==> config.mk <==
export PLATFORM = sky130hd
export DESIGN_NAME = rgb_to_yuv420_pixel_converter
export DESIGN_NICKNAME = d
export VERILOG_FILES = /design/src/hw/rtl/rty_pkg.sv /design/src/hw/rtl/rgb_to_yuv420_pixel_converter.sv /design/src/hw/rtl/rty_pos.sv /design/src/hw/rtl/rty_csc.sv
export SDC_FILE = /design/constraint.sdc
export NUM_CORES = 1
export LEC_CHECK = 0
export BUFFER_PORTS_ARGS = -buffer_cell sky130_fd_sc_hd__buf_2
export CAP_MARGIN = 20
export CORE_MARGIN = 2
export CORE_UTILIZATION = 65
export DETAILED_ROUTE_END_ITERATION = 10
export GPL_TIMING_DRIVEN = 1
export HOLD_SLACK_MARGIN = 0.1
export PLACE_DENSITY = 0.87
export SKIP_LAST_GASP = 1
export SYNTH_ARGS = -nofsm -noshare
export SYNTH_HDL_FRONTEND = slang
export SYNTH_SLANG_ARGS = --single-unit
==> constraint.sdc <==
create_clock -name i_clk -period 13.3 [get_ports i_clk]
set_clock_uncertainty 0.1 [all_clocks]
set_input_delay 1.995 -clock i_clk [delete_from_list [all_inputs] [get_ports i_clk]]
set_output_delay 1.995 -clock i_clk [all_outputs]
set_load 0.02 [all_outputs]
==> src/hw/rtl/rty_pkg.sv <==
// Shared constants and types for the RGB to YUV 4:2:0 converter.
package rty_pkg;

    localparam int CFG_W = 13;
    localparam int DATA_W = 32;
    localparam int ADDR_W = 3;

    localparam int DEF_MAX_WIDTH = 4096;
    localparam int DEF_MAX_HEIGHT = 4096;

    localparam logic [CFG_W-1:0] LINE_WIDTH_RESET = 13'd640;
    localparam logic [CFG_W-1:0] FRAME_HEIGHT_RESET = 13'd480;

    localparam logic REG_LINE_WIDTH = 1'b0;
    localparam logic REG_FRAME_HEIGHT = 1'b1;

    typedef struct packed {
        logic chroma;
        logic frame_end;
    } t_pos;

endpackage

==> src/hw/rtl/rgb_to_yuv420_pixel_converter.sv <==
// Top level of the RGB to YUV 4:2:0 pixel converter.
// Channel  Dir  Handshake          Word
// pixel    in   i_valid / o_ready  i_red, i_green, i_blue
// yuv      out  o_valid / i_ready  o_luma, o_chroma_u, o_chroma_v, o_chroma_valid, o_frame_end
// config   in   APB psel/penable   paddr, pwdata, prdata
// One word per clock while i_ready holds; the path runs through the input register, then the result register.
// Reset is synchronous: counters return to column 0, row 0, registers to 640 x 480.
// A stalled result holds in the result register; the input register then takes a word only while it is empty.
// Register writes are accepted without wait states and are registered.
module rgb_to_yuv420_pixel_converter #(
    parameter int MAX_WIDTH = rty_pkg::DEF_MAX_WIDTH,
    parameter int MAX_HEIGHT = rty_pkg::DEF_MAX_HEIGHT
) (
    input  logic                       i_clk,
    input  logic                       i_rst_n,
    input  logic                       i_valid,
    output logic                       o_ready,
    input  logic [7:0]                 i_red,
    input  logic [7:0]                 i_green,
    input  logic [7:0]                 i_blue,
    output logic                       o_valid,
    input  logic                       i_ready,
    output logic [7:0]                 o_luma,
    output logic [7:0]                 o_chroma_u,
    output logic [7:0]                 o_chroma_v,
    output logic                       o_chroma_valid,
    output logic                       o_frame_end,
    input  logic                       psel,
    input  logic                       penable,
    input  logic                       pwrite,
    input  logic [rty_pkg::ADDR_W-1:0] paddr,
    input  logic [rty_pkg::DATA_W-1:0] pwdata,
    output logic [rty_pkg::DATA_W-1:0] prdata,
    output logic                       pready
);

    logic [rty_pkg::CFG_W-1:0] r_line_width, r_frame_height;
    logic                      cfg_wr, in_acc, s1_adv;
    logic                      r_s1_v, r_o_v;
    logic [7:0]                r_red, r_green, r_blue;
    rty_pkg::t_pos             pos, r_pos;
    logic [7:0]                luma, cu, cv;

    assign pready = 1'b1;
    assign cfg_wr = psel & penable & pwrite & pready;

    always_comb begin
        unique case (paddr[2])
            rty_pkg::REG_LINE_WIDTH:   prdata = rty_pkg::DATA_W'(r_line_width);
            rty_pkg::REG_FRAME_HEIGHT: prdata = rty_pkg::DATA_W'(r_frame_height);
            default:                   prdata = '0;
        endcase
    end

    always_ff @(posedge i_clk) begin
        if (!i_rst_n) begin
            r_line_width <= rty_pkg::LINE_WIDTH_RESET;
            r_frame_height <= rty_pkg::FRAME_HEIGHT_RESET;
        end else if (cfg_wr) begin
            if (paddr[2] == rty_pkg::REG_LINE_WIDTH) begin
                r_line_width <= pwdata[rty_pkg::CFG_W-1:0];
            end else begin
                r_frame_height <= pwdata[rty_pkg::CFG_W-1:0];
            end
        end
    end

    assign s1_adv = ~r_o_v | i_ready;
    assign o_ready = ~r_s1_v | s1_adv;
    assign in_acc = i_valid & o_ready;
    assign o_valid = r_o_v;

    rty_pos #(
        .MAX_WIDTH (MAX_WIDTH),
        .MAX_HEIGHT(MAX_HEIGHT)
    ) u_pos (
        .i_clk         (i_clk),
        .i_rst_n       (i_rst_n),
        .i_advance     (in_acc),
        .i_line_width  (r_line_width),
        .i_frame_height(r_frame_height),
        .o_pos         (pos)
    );

    rty_csc u_csc (
        .i_red     (r_red),
        .i_green   (r_green),
        .i_blue    (r_blue),
        .i_chroma  (r_pos.chroma),
        .o_luma    (luma),
        .o_chroma_u(cu),
        .o_chroma_v(cv)
    );

    always_ff @(posedge i_clk) begin
        if (!i_rst_n) begin
            r_s1_v <= 1'b0;
            r_o_v <= 1'b0;
        end else begin
            if (o_ready) begin
                r_s1_v <= i_valid;
            end
            if (s1_adv) begin
                r_o_v <= r_s1_v;
            end
        end
    end

    always_ff @(posedge i_clk) begin
        if (in_acc) begin
            r_red <= i_red;
            r_green <= i_green;
            r_blue <= i_blue;
            r_pos <= pos;
        end
        if (s1_adv && r_s1_v) begin
            o_luma <= luma;
            o_chroma_u <= cu;
            o_chroma_v <= cv;
            o_chroma_valid <= r_pos.chroma;
            o_frame_end <= r_pos.frame_end;
        end
    end

endmodule

==> src/hw/rtl/rty_pos.sv <==
// Column and row counters that mark chroma sites and the end of the frame.
module rty_pos #(
    parameter int MAX_WIDTH = rty_pkg::DEF_MAX_WIDTH,
    parameter int MAX_HEIGHT = rty_pkg::DEF_MAX_HEIGHT
) (
    input  logic                     i_clk,
    input  logic                     i_rst_n,
    input  logic                     i_advance,
    input  logic [rty_pkg::CFG_W-1:0] i_line_width,
    input  logic [rty_pkg::CFG_W-1:0] i_frame_height,
    output rty_pkg::t_pos            o_pos
);

    localparam int CW = (MAX_WIDTH > 1) ? $clog2(MAX_WIDTH) : 1;
    localparam int RW = (MAX_HEIGHT > 1) ? $clog2(MAX_HEIGHT) : 1;
    localparam int WCL = $clog2(MAX_WIDTH + 1);
    localparam int HCL = $clog2(MAX_HEIGHT + 1);
    localparam int WW = (WCL > rty_pkg::CFG_W) ? WCL : rty_pkg::CFG_W;
    localparam int HW = (HCL > rty_pkg::CFG_W) ? HCL : rty_pkg::CFG_W;

    logic [CW-1:0] r_col, n_col;
    logic [RW-1:0] r_row, n_row;
    logic [WW-1:0] w_lim, col_inc;
    logic [HW-1:0] h_lim, row_inc;
    logic          last_col, last_row;

    always_comb begin
        if (i_line_width == '0) begin
            w_lim = WW'(1);
        end else if (WW'(i_line_width) > WW'(MAX_WIDTH)) begin
            w_lim = WW'(MAX_WIDTH);
        end else begin
            w_lim = WW'(i_line_width);
        end
        if (i_frame_height == '0) begin
            h_lim = HW'(1);
        end else if (HW'(i_frame_height) > HW'(MAX_HEIGHT)) begin
            h_lim = HW'(MAX_HEIGHT);
        end else begin
            h_lim = HW'(i_frame_height);
        end
        col_inc = WW'(r_col) + WW'(1);
        row_inc = HW'(r_row) + HW'(1);
        last_col = col_inc >= w_lim;
        last_row = row_inc >= h_lim;
        o_pos.chroma = ~r_col[0] & ~r_row[0];
        o_pos.frame_end = last_col & last_row;
        n_col = r_col;
        n_row = r_row;
        if (i_advance) begin
            if (last_col) begin
                n_col = '0;
                n_row = last_row ? '0 : r_row + RW'(1);
            end else begin
                n_col = r_col + CW'(1);
            end
        end
    end

    always_ff @(posedge i_clk) begin
        if (!i_rst_n) begin
            r_col <= '0;
            r_row <= '0;
        end else begin
            r_col <= n_col;
            r_row <= n_row;
        end
    end

endmodule

==> src/hw/rtl/rty_csc.sv <==
// BT.601 color conversion of one pixel to luma and optional chroma.
module rty_csc (
    input  logic [7:0] i_red,
    input  logic [7:0] i_green,
    input  logic [7:0] i_blue,
    input  logic       i_chroma,
    output logic [7:0] o_luma,
    output logic [7:0] o_chroma_u,
    output logic [7:0] o_chroma_v
);

    logic        [15:0] sum_y;
    logic signed [16:0] sr, sg, sb, sum_u, sum_v, q_u, q_v;
    logic        [8:0]  q_y;

    function automatic logic [7:0] clamp8(input logic signed [16:0] q);
        logic [7:0] res;
        if (q < 17'sd0) begin
            res = 8'd0;
        end else if (q > 17'sd255) begin
            res = 8'd255;
        end else begin
            res = q[7:0];
        end
        return res;
    endfunction

    always_comb begin
        sum_y = 16'd33 * {8'd0, i_red} + 16'd65 * {8'd0, i_green}
              + 16'd13 * {8'd0, i_blue};
        q_y = {1'b0, sum_y[14:7]} + 9'd16;
        o_luma = (q_y > 9'd255) ? 8'd255 : q_y[7:0];

        sr = $signed({9'd0, i_red});
        sg = $signed({9'd0, i_green});
        sb = $signed({9'd0, i_blue});
        sum_u = -17'sd38 * sr - 17'sd74 * sg + 17'sd112 * sb;
        sum_v = 17'sd112 * sr - 17'sd94 * sg - 17'sd18 * sb;
        q_u = (sum_u >>> 8) + 17'sd128;
        q_v = (sum_v >>> 8) + 17'sd128;
        o_chroma_u = i_chroma ? clamp8(q_u) : 8'd0;
        o_chroma_v = i_chroma ? clamp8(q_v) : 8'd0;
    end

endmodule

==> summary.md, run 1 <==
| Metric | Value |
|---|---|
| Number of global-route vias before repair | `between 9000 and 10000` |
| Synthesized cell area | `about 12000 µm²` |
| Crit path depth | `29` |
| Vias | `around 9500` |
| Total negative slack | `0 ns` |
| Most common cell after layout, fill and taps aside | `ha_1` |
| # hold bufs at CTS | `0` |
| Critical path class | `flip-flop to flip-flop` |
| Residual DRC count | `0` |
| Post-synthesis sequential area ratio | `0.211` |
| Register area | `around 2600 µm²` |
| Distinct cell type count after synthesis | `64` |
| Slowest-stage cell, CP | `edfxtp_1` |
| CTS buffer count | `9` |
| LEAKAGE | `6.66 nW` |
| Die area | `around 20000 µm²` |
| EDFF count, synth | `52` |
| Reg2reg end | `o_chroma_v[7]$_SDFFCE_PP0P_` |
| RSZ-0062 raised after global routing | `false` |
| Initial core utilization | `0.662` |
| Number of setup buffers added after CTS | `0` |
| Async set or reset register ratio after synthesis | `0` |
| Final Power | `about 3.1 mW` |
| DP Wirelength | `22.3 mm` |
| Die height | `between 100 and 150 µm` |
| Crit path largest cell delay | `about 0.70 ns` |
| Most frequent cells in the layout | `ha_1, inv_1, nand2_1, fa_1, a21oi_1` |
| Number of max-cap violations | `0` |
| Status | `finished, final reports clean` |
| Htree depth | `3` |
| Ant. Diodes | `0` |
| Synth Warn # | `0` |
| Routed len/inst | `between 15 and 20 µm` |
| Setup violators final | `0` |
| TritonCTS clock tree | `built` |
| Reg2reg start | `r_green[3]$_DFFE_PP_` |
| Seq cells post-synth | `around 100` |
| DRT Pass-1 Iters | `6` |
| Worst setup path end | `o_chroma_v[7]$_SDFFCE_PP0P_` |
| GRT Total Usage | `0.294` |
| Tmin final | `between 7 and 8 ns` |
| Core region area | `between 15000 and 20000 µm²` |
| Tcrit/Tclk final | `0.552` |
| Cells after synthesis | `1323` |
| Final Hold Viols | `0` |
| Final wirelength | `between 20 and 30 mm` |
| Top FF cell, synth | `edfxtp_1` |
| Fmax | `between 100 and 150 MHz` |
| WP data required | `around 13 ns` |
| Worst Setup End Kind | `flip-flop` |
| Slew headroom | `0.294` |
| VDD IR max | `slightly above 200 µV` |
| Delay-heaviest family, CP | `adder cells` |
| Clock Path Buffers | `2` |
| CTS Sinks | `approximately 100` |
| Critical Path Source Type | `flip-flop` |
| Pins Over Slew Limit | `0` |
| Largest net degree at the start of global routing | `between 40 and 50` |
| Critical Path Start | `r_green[3]$_DFFE_PP_` |
| Hold_ws | `approximately 0.35 ns` |
| Worst Path Max Fanout | `7` |
| Internal reg-to-reg setup slack | `about 6.0 ns` |
| Share of post-route cells with drive strength above 1 | `0.0920` |
| Via density | `5.83` |
| Worst-Skew Late Latency | `between 0.3 and 0.4 ns` |
| Clk root buf | `clkbuf_16` |
| Crit path buf inv count | `5` |
| PortBufs | `85` |
| Worst EP arrival | `7.35 ns` |
| I/O Pins | `between 100 and 150` |
| Area of the multi-input gates | `slightly below 9000 µm²` |
| PwrDens | `~240 nW/µm²` |
| R2R depth | `29` |
| First-pass GRT wire length | `~47 mm` |
| Cts repair resizes | `0` |
| Worst Tran Pin Value | `about 1.1 ns` |
| Most frequent CP cell | `inv_1` |
| Rows | `50` |
| Total global routing overflow | `0` |
| FILL cells | `~1300` |
| Hold Crit Class | `flip-flop to flip-flop` |
| Fin nets | `roughly 1800` |
| DR iter-0 viols | `563` |
| Avg Inst Size Synth | `9.33 µm²` |
| Final RePlAce weighted congestion | `between 0.9 and 1` |
| Routed Antenna Nets | `0` |
| Clk pin slew, worst setup/hold paths | `around 0.090 ns` |
| Die width | `142 µm` |
| Synthesis-to-finish area growth | `7.16%` |
| Initial antenna violation count | `0` |
## routing by layer
metal,vias up,track usage,share of wire
li1,4572,-,-
met1,4500,0.344,0.39
met2,361,0.518,0.50
met3,110,0.0493,0.061
met4,0,0.156,0.050
met5,-,0,0
## power breakdown
part,internal (mW),switching [mW]
Clock,0.143,0.139
Sequential,0.453,0.0315
Combinational,0.984,1.37
Total,1.58,1.54
## cell usage after synthesis, drive strengths merged, types with 2 or more instances
master    n  area (µm²)
o41ai     2        17.5
a31oi     6        37.5
ha      237        2970
or2       2        12.5
a32oi     3        26.3
o211ai    2        15.0
clkbuf   20        75.1
o31ai     6        45.0
and4      2        17.5
or3       5        31.3
and3     11        68.8
nand3    32         160
and2      2        12.5
inv     222         833
o21bai   21         158
nand2b   10        62.6
nand4    15        93.8
o311a     3        30.0
nor2b    13        81.3
mux2     12         135
nor2     59         224
o21a     12        90.1
nand2   115         432
nand3b    6        45.0
a21boi    2        15.0
xnor2    54         473
conb      2        7.51
nand4b    5        43.8
or4       4        30.0
edfxtp   52        1560
a21o     17         128
a211oi    2        15.0
xor2     30         270
dfxtp    52        1040
fa       99        1980
o221ai    2        23.8
nor4      6        37.5
a21oi    96         492
buf      24         166
o21ai    29         149
o22ai     6        37.5
a41o      2        20.0
nor3     10        50.1
## worst min-delay path by stage
| stage | cells past startpoint | endpoint | slack, ns | startpoint |
|---|---|---|---|---|
| finish | 0 | o_frame_end$_DFFE_PP_ | 0.35 | r_pos[0]$_DFFE_PP_ |
| global route | 0 | o_frame_end$_DFFE_PP_ | 0.35 | r_pos[0]$_DFFE_PP_ |
| floorplan | 0 | o_frame_end$_DFFE_PP_ | 0.30 | r_pos[0]$_DFFE_PP_ |
| global placement | 0 | o_frame_end$_DFFE_PP_ | 0.30 | r_pos[0]$_DFFE_PP_ |
| detailed placement | 0 | o_frame_end$_DFFE_PP_ | 0.31 | r_pos[0]$_DFFE_PP_ |
| CTS | 0 | o_frame_end$_DFFE_PP_ | 0.35 | r_pos[0]$_DFFE_PP_ |
## cell type report
class	count	area share
sequential	104	0.197
clock buffer	10	0.0189
timing repair buffer	89	0.0344
clock inverter	6	0.00397
tap	234	0.0221
multi-input combinational	971	0.661
inverter	222	0.0630
## metrics by stage
stage | cells | setup slack [ns] | area, µm² | util
final | 1636 | 5.96 | 13200 | 0.710
after global routing | 1636 | 5.33 | 13200 | 0.710
after CTS | 1636 | 5.97 | 13200 | 0.710
after detailed placement | 1620 | 5.99 | 12900 | 0.693
after global placement | 1620 | 6.22 | 12900 | 0.693
after floorplan | 1341 | 6.71 | 12400 | -
## kinds of logic after synthesis
group | share of synthesized area
muxes | 0.0109
DFF | 0.211
other | 0.000608
buffers and inverters | 0.0870
adders and majority gates | 0.401
AOI/OAI and AO/OA | 0.116
and+or+nand+nor | 0.114
xor gates and xnor gates | 0.0602
## registers in the layout, summed over array words and instances, names as in the netlist
name / count
o_chroma_u: 8
o_luma: 8
o_valid: 1
r_green: 8
r_red: 8
r_frame_height: 13
u_pos.r_row: 12
o_frame_end: 1
o_chroma_v: 8
r_s1_v: 1
o_chroma_valid: 1
r_blue: 8
r_pos: 2
u_pos.r_col: 12
r_line_width: 13
Note: power is estimated with default switching activity, not from simulation.
==> inputs of run 2 (changes only) <==
--- a/config.mk
+++ b/config.mk
@@ -8,11 +8,11 @@
 export BUFFER_PORTS_ARGS = -buffer_cell sky130_fd_sc_hd__buf_2
 export CAP_MARGIN = 20
 export CORE_MARGIN = 2
-export CORE_UTILIZATION = 65
+export CORE_UTILIZATION = 62
 export DETAILED_ROUTE_END_ITERATION = 10
 export GPL_TIMING_DRIVEN = 1
 export HOLD_SLACK_MARGIN = 0.1
-export PLACE_DENSITY = 0.87
+export PLACE_DENSITY = 0.83
 export SKIP_LAST_GASP = 1
 export SYNTH_ARGS = -nofsm -noshare
 export SYNTH_HDL_FRONTEND = slang
==> constraint.sdc (replaced) <==
create_clock -name i_clk -period 7.24 [get_ports i_clk]
set_clock_uncertainty 0.1 [all_clocks]
set_input_delay 1.086 -clock i_clk [delete_from_list [all_inputs] [get_ports i_clk]]
set_output_delay 1.086 -clock i_clk [all_outputs]
set_load 0.02 [all_outputs]
==> run 2 against run 1 <==
  * Worst setup slack got worse by 5.6 ns
  * Wire length is 1.4% higher
  * Final cell count is 3.4% higher
  * Register-to-register slack got worse by 5.6 ns
  * Highest routed layer unchanged
  * Count of clock-buffer cells in the layout unchanged
==> summary.md, run 2 (synthesis results as in run 1) <==
| Metric | Value |
|---|---|
| Worst EP arrival | `6.88 ns (-0.47 ns)` |
| Final RePlAce weighted congestion | `0.897 (-0.50%)` |
| Die width | `145 µm (+2.3%)` |
| Total negative slack | `0 ns (unchanged)` |
| Worst Path Max Fanout | `6 (-1)` |
| Most frequent CP cell | `fa_1` |
| Slowest-stage cell, CP | `edfxtp_1` |
| I/O Pins | `127 (unchanged)` |
| Ant. Diodes | `0 (unchanged)` |
| Number of max-cap violations | `0 (unchanged)` |
| Die area | `21100 µm² (+4.7%)` |
| Rows | `51 (+2.0%)` |
| Routed len/inst | `17.0 µm (-1.9%)` |
| Final instance area | `13500 µm² (+2.1%)` |
| Setup violators final | `0 (unchanged)` |
| CTS buffer count | `9 (unchanged)` |
| Most common cell after layout, fill and taps aside | `ha_1` |
| Share of post-route cells with drive strength above 1 | `0.114 (+0.0223)` |
| Final Hold Viols | `0 (unchanged)` |
| Worst Setup End Kind | `flip-flop` |
| CTS Sinks | `104 (unchanged)` |
| Via density | `5.69 (-2.5%)` |
| Critical path class | `flip-flop to flip-flop` |
| TritonCTS clock tree | `built` |
| Total global routing overflow | `0 (unchanged)` |
| WP data required | `7.26 ns (-6.05 ns)` |
| DRT Pass-1 Iters | `5 (-1)` |
| PwrDens | `431 nW/µm² (+83%)` |
| Worst-Skew Late Latency | `0.37 ns (about the same)` |
| Critical Path Source Type | `flip-flop` |
| DR iter-0 viols | `404 (-28%)` |
| VDD IR max | `419 µV (+110%)` |
| Tcrit/Tclk final | `0.947 (+0.396)` |
| Fmax | `146 MHz (+7.0%)` |
| Hold Crit Class | `flip-flop to flip-flop` |
| Vias | `9620 (+0.81%)` |
| DP Area | `13100 µm² (+1.3%)` |
| Initial antenna violation count | `0 (unchanged)` |
| Clk pin slew, worst setup/hold paths | `0.08 ns (about the same)` |
| Most frequent cells in the layout | `ha_1, inv_1, nand2_1, fa_1, a21oi_1` |
| Largest net degree at the start of global routing | `45 (+2.3%)` |
| Htree depth | `3 (unchanged)` |
| Status | `finished, final reports clean` |
| Residual DRC count | `0 (unchanged)` |
| LEAKAGE | `6.78 nW (+1.9%)` |
| First-pass GRT wire length | `47.4 mm (+1.5%)` |
| Clock Path Buffers | `2 (unchanged)` |
| Slew headroom | `0.287 (-0.00650)` |
| Fin nets | `1823 (+1.3%)` |
| # hold bufs at CTS | `0 (unchanged)` |
| Delay-heaviest family, CP | `adder cells` |
| Crit path buf inv count | `5 (unchanged)` |
| Die height | `145 µm (+2.3%)` |
| GRT Total Usage | `0.280 (-0.0139)` |
| Synthesis-to-finish area growth | `9.42%` |
| Clk root buf | `clkbuf_16` |
| Initial core utilization | `0.632 (-0.0300)` |
| Largest regs | `r_frame_height (13), r_line_width (13)` |
| Final wirelength | `28.7 mm (+1.4%)` |
| FILL cells | `1458 (+9.9%)` |
| Tmin final | `6.86 ns (-0.479 ns)` |
| Crit path largest cell delay | `0.56 ns (-0.14 ns)` |
| DP Wirelength | `22.9 mm (+2.6%)` |
| Core region area | `19500 µm² (+4.7%)` |
| Final Util | `0.692 (-0.0178)` |
| Hold_ws | `0.325 ns (-0.0230 ns)` |
| Number of global-route vias before repair | `9910 (-0.54%)` |
| Worst Tran Pin Value | `1.06 ns (+0.00969 ns)` |
| Pins Over Slew Limit | `0 (unchanged)` |
| Routed Antenna Nets | `0 (unchanged)` |
| PortBufs | `85 (unchanged)` |
run 2: path summary, 6_finish.rpt:
check | startpoint | endpoint | slack (ns) | cells past startpoint
setup / recovery | r_green[3]$_DFFE_PP_ | o_chroma_v[7]$_SDFFCE_PP0P_ | 0.38 | 29
hold / removal | r_pos[0]$_DFFE_PP_ | o_frame_end$_DFFE_PP_ | 0.33 | 0
setup reg to reg | r_green[3]$_DFFE_PP_ | o_chroma_v[7]$_SDFFCE_PP0P_ | 0.38 | 29
hold reg to reg | r_pos[0]$_DFFE_PP_ | o_frame_end$_DFFE_PP_ | 0.33 | 0
run 2: final cells by class:
type	instances	area (µm²)	area share
Multi-Input combinational cell	971	8790	0.650
Sequential cell	104	2600	0.193
Inverter	222	833	0.0617
Timing Repair Buffer	113	636	0.0470
Tap cell	265	332	0.0245
Clock buffer	10	250	0.0185
Clock inverter	6	70.1	0.00519
run 2: worst reg2reg max path, delay by kind of cell, from the launching register on:
family	cells	cell delay [ns]
AO/OA/AOI/OAI	9	1.44
XOR/XNOR	2	0.42
adder cells (fa/ha/maj)	7	2.91
buffers and inverters	5	0.39
flip-flops	1	0.56
AND/OR/NAND/NOR	6	0.81
run 2: timing repair:
item / 4_1_cts / 5_1_grt
resized for setup: 0 / 12
setup buffers: 0 / 6
endpoints found under the setup margin: 0 / 9
run 2: report_power, final:
part / internal (mW) / switching, mW
combinational: 1.89 / 2.53
sequential: 0.832 / 0.0399
clock: 0.266 / 0.263
total: 2.99 / 2.83
run 2: metrics by stage:
step | total power [mW] | std cells | worst slack [ns]
after floorplan | 4.27 | 1341 | 0.653
after global placement | 4.96 | 1669 | 0.328
after detailed placement | 5.14 | 1669 | 0.111
after CTS | 5.71 | 1685 | 0.0697
after global routing | 6.44 | 1691 | -0.0371
final | 5.82 | 1691 | 0.382
run 2: metal layers:
| metal | up-vias | global-route usage | part of all wire |
|---|---|---|---|
| met2 | 300 | 0.503 | 0.51 |
| li1 | 4616 | - | - |
| met4 | 0 | 0.126 | 0.040 |
| met5 | - | 0 | 0 |
| met3 | 81 | 0.0456 | 0.058 |
| met1 | 4623 | 0.329 | 0.39 |
==> inputs of run 3 (changes only) <==
--- a/config.mk
+++ b/config.mk
@@ -12,7 +12,7 @@
 export DETAILED_ROUTE_END_ITERATION = 10
 export GPL_TIMING_DRIVEN = 1
 export HOLD_SLACK_MARGIN = 0.1
-export PLACE_DENSITY = 0.83
+export PLACE_DENSITY = 0.91
 export SKIP_LAST_GASP = 1
 export SYNTH_ARGS = -nofsm -noshare
 export SYNTH_HDL_FRONTEND = slang
==> run 3 against run 2 <==
  * Critical path depth down 1
  * Power up 0.67%
  * Final area about the same
  * First-iteration DRC count up 58%
  * Worst hold slack worse by 0.017 ns
  * Non-clock buffer count up 6
  * Wire length up 4.1%
  * Clock power down 4.3%
  * Critical path type unchanged
==> summary.md, run 3 (synthesis results as in run 1) <==
| Metric | Value |
|---|---|
| Cell Count Post-Placement | `1670 (+0.060%)` |
| Total global routing overflow | `0 (unchanged)` |
| PwrDens | `434 nW/µm² (+0.62%)` |
| Worst-Skew Late Latency | `0.37 ns (about the same)` |
| Critical Path Source Type | `flip-flop` |
| Via density | `5.77 (+1.4%)` |
| Critical path class | `flip-flop to flip-flop` |
| DP Area | `13100 µm² (about the same)` |
| Number of global-route vias before repair | `10111 (+2.0%)` |
| Clock Path Buffers | `2 (unchanged)` |
| Final std cells w/o fill | `1697 (+0.35%)` |
| Hold Startpoint | `r_pos[0]$_DFFE_PP_` |
| CTS Sinks | `104 (unchanged)` |
| Pins Over Slew Limit | `0 (unchanged)` |
| Worst Tran Pin Value | `1.01 ns (-0.0545 ns)` |
| WP data required | `7.25 ns (about the same)` |
| Vias | `9794 (+1.8%)` |
| # hold bufs at CTS | `0 (unchanged)` |
| Place WS | `0.168 ns (+0.0563 ns)` |
| DP Wirelength | `23.2 mm (+1.5%)` |
| GRT Total Usage | `0.284 (+0.00406)` |
| Slowest-stage cell, CP | `fa_1` |
| Ant. Diodes | `0 (unchanged)` |
| Status | `finished, final reports clean` |
| PortBufs | `85 (unchanged)` |
| Fmax | `144 MHz (-1.5%)` |
| Routed Antenna Nets | `0 (unchanged)` |
| Tmin final | `6.96 ns (+0.101 ns)` |
| Initial antenna violation count | `0 (unchanged)` |
| Share of post-route cells with drive strength above 1 | `0.117 (+0.00231)` |
| Routed len/inst | `17.6 µm (+3.7%)` |
| Register area | `2600 µm² (unchanged)` |
| Clk root buf | `clkbuf_16` |
| Worst Path Max Fanout | `5 (-1)` |
| Core region area | `19500 µm² (unchanged)` |
| Final Hold Viols | `0 (unchanged)` |
| FILL cells | `1369 (-6.1%)` |
| DR iter-0 viols | `639 (+58%)` |
| DRT Pass-1 Iters | `5 (unchanged)` |
| Final wirelength | `29.9 mm (+4.1%)` |
| CTS buffer count | `9 (unchanged)` |
| TritonCTS clock tree | `built` |
| Initial core utilization | `0.632 (unchanged)` |
| Residual DRC count | `0 (unchanged)` |
| Final instance area | `13500 µm² (about the same)` |
| Total negative slack | `0 ns (unchanged)` |
| Setup violators final | `0 (unchanged)` |
| Most frequent cells in the layout | `ha_1, inv_1, nand2_1, fa_1, a21oi_1` |
| Most common cell after layout, fill and taps aside | `ha_1` |
| Critical Path Start | `r_green[4]$_DFFE_PP_` |
| Rows | `51 (unchanged)` |
| Die area | `21100 µm² (unchanged)` |
| Final Util | `0.692 (about the same)` |
| Slew headroom | `0.324 (+0.0365)` |
| Crit path largest cell delay | `0.55 ns (about the same)` |
| Reg2reg start | `r_green[4]$_DFFE_PP_` |
| Largest net degree at the start of global routing | `42 (-6.7%)` |
| Number of max-cap violations | `0 (unchanged)` |
| Largest regs | `r_frame_height (13), r_line_width (13)` |
| Area of the multi-input gates | `8770 µm² (-0.21%)` |
| Setup ws final | `0.281 ns (-0.101 ns)` |
| Die height | `145 µm (unchanged)` |
| Htree depth | `3 (unchanged)` |
| Tcrit/Tclk final | `0.961 (+0.0140)` |
| Worst EP arrival | `6.97 ns (+0.09 ns)` |
| Hold Crit Class | `flip-flop to flip-flop` |
| VDD IR max | `385 µV (-8.2%)` |
| Clk pin slew, worst setup/hold paths | `0.09 ns (about the same)` |
| I/O Pins | `127 (unchanged)` |
| Fin nets | `1829 (+0.33%)` |
| LEAKAGE | `6.80 nW (+0.22%)` |
| Synthesis-to-finish area growth | `9.49% (about the same)` |
| Die width | `145 µm (unchanged)` |
| Worst Setup End Kind | `flip-flop` |
| First-pass GRT wire length | `47.9 mm (+1.1%)` |
| Final RePlAce weighted congestion | `0.971 (+8.2%)` |
## run 3: changes by cell type in the layout (fill, tap and decap cells not counted), moves of 2 or more
cell     delta
a21oi_2     +2
buf_4       +6
a21oi_1     -2
ha_1        +2
## run 3: per-stage QoR
step                total power, mW  hold WS (ns)
finish                         5.86         0.308
global route                   6.43         0.337
CTS                            5.73         0.318
detailed placement             5.16         0.319
global placement               4.94         0.305
floorplan                      4.27         0.300
## run 3: timing repair
item	CTS	global route
resized for setup	0	10
setup endpoints to repair	0	9
buffers inserted	0	11
## run 3: cell type report
type                       count  share of cell area
tap                          265              0.0245
clock inverter                 7             0.00565
sequential                   104               0.193
multi-input combinational    971               0.649
timing repair buffer         119              0.0504
inverter                     222              0.0616
clock buffer                   9              0.0167
## run 3: final timing paths
path	slack, ns	to	depth (start not counted)
worst min register to register	0.31	o_frame_end$_DFFE_PP_	0
worst max register to register	0.28	o_chroma_v[7]$_SDFFCE_PP0P_	28
worst min-delay path	0.31	o_frame_end$_DFFE_PP_	0
worst max-delay path	0.28	o_chroma_v[7]$_SDFFCE_PP0P_	28
## run 3: critical path, delay by kind of cell (launching register included)
kind	cells	cell delay [ns]
flip-flops	1	0.52
adder cells (fa/ha/maj)	7	3.17
AND/OR/NAND/NOR	5	0.56
XOR/XNOR	2	0.35
AO/OA/AOI/OAI	8	1.48
buffers and inverters	6	0.52
## run 3: report_power, final
part           internal [mW]  switching, mW
clock                  0.245          0.261
sequential             0.832         0.0389
combinational           1.90           2.59
total                   2.98           2.89
## run 3: per-layer routing
layer | GRT usage | wire [µm] | part of all wire | vias to the layer above
met5 | 0 | 0 | 0 | -
met4 | 0.154 | 1660 | 0.056 | 0
met3 | 0.0531 | 2110 | 0.071 | 123
met2 | 0.502 | 14900 | 0.50 | 372
met1 | 0.326 | 11200 | 0.37 | 4670
li1 | - | - | - | 4629
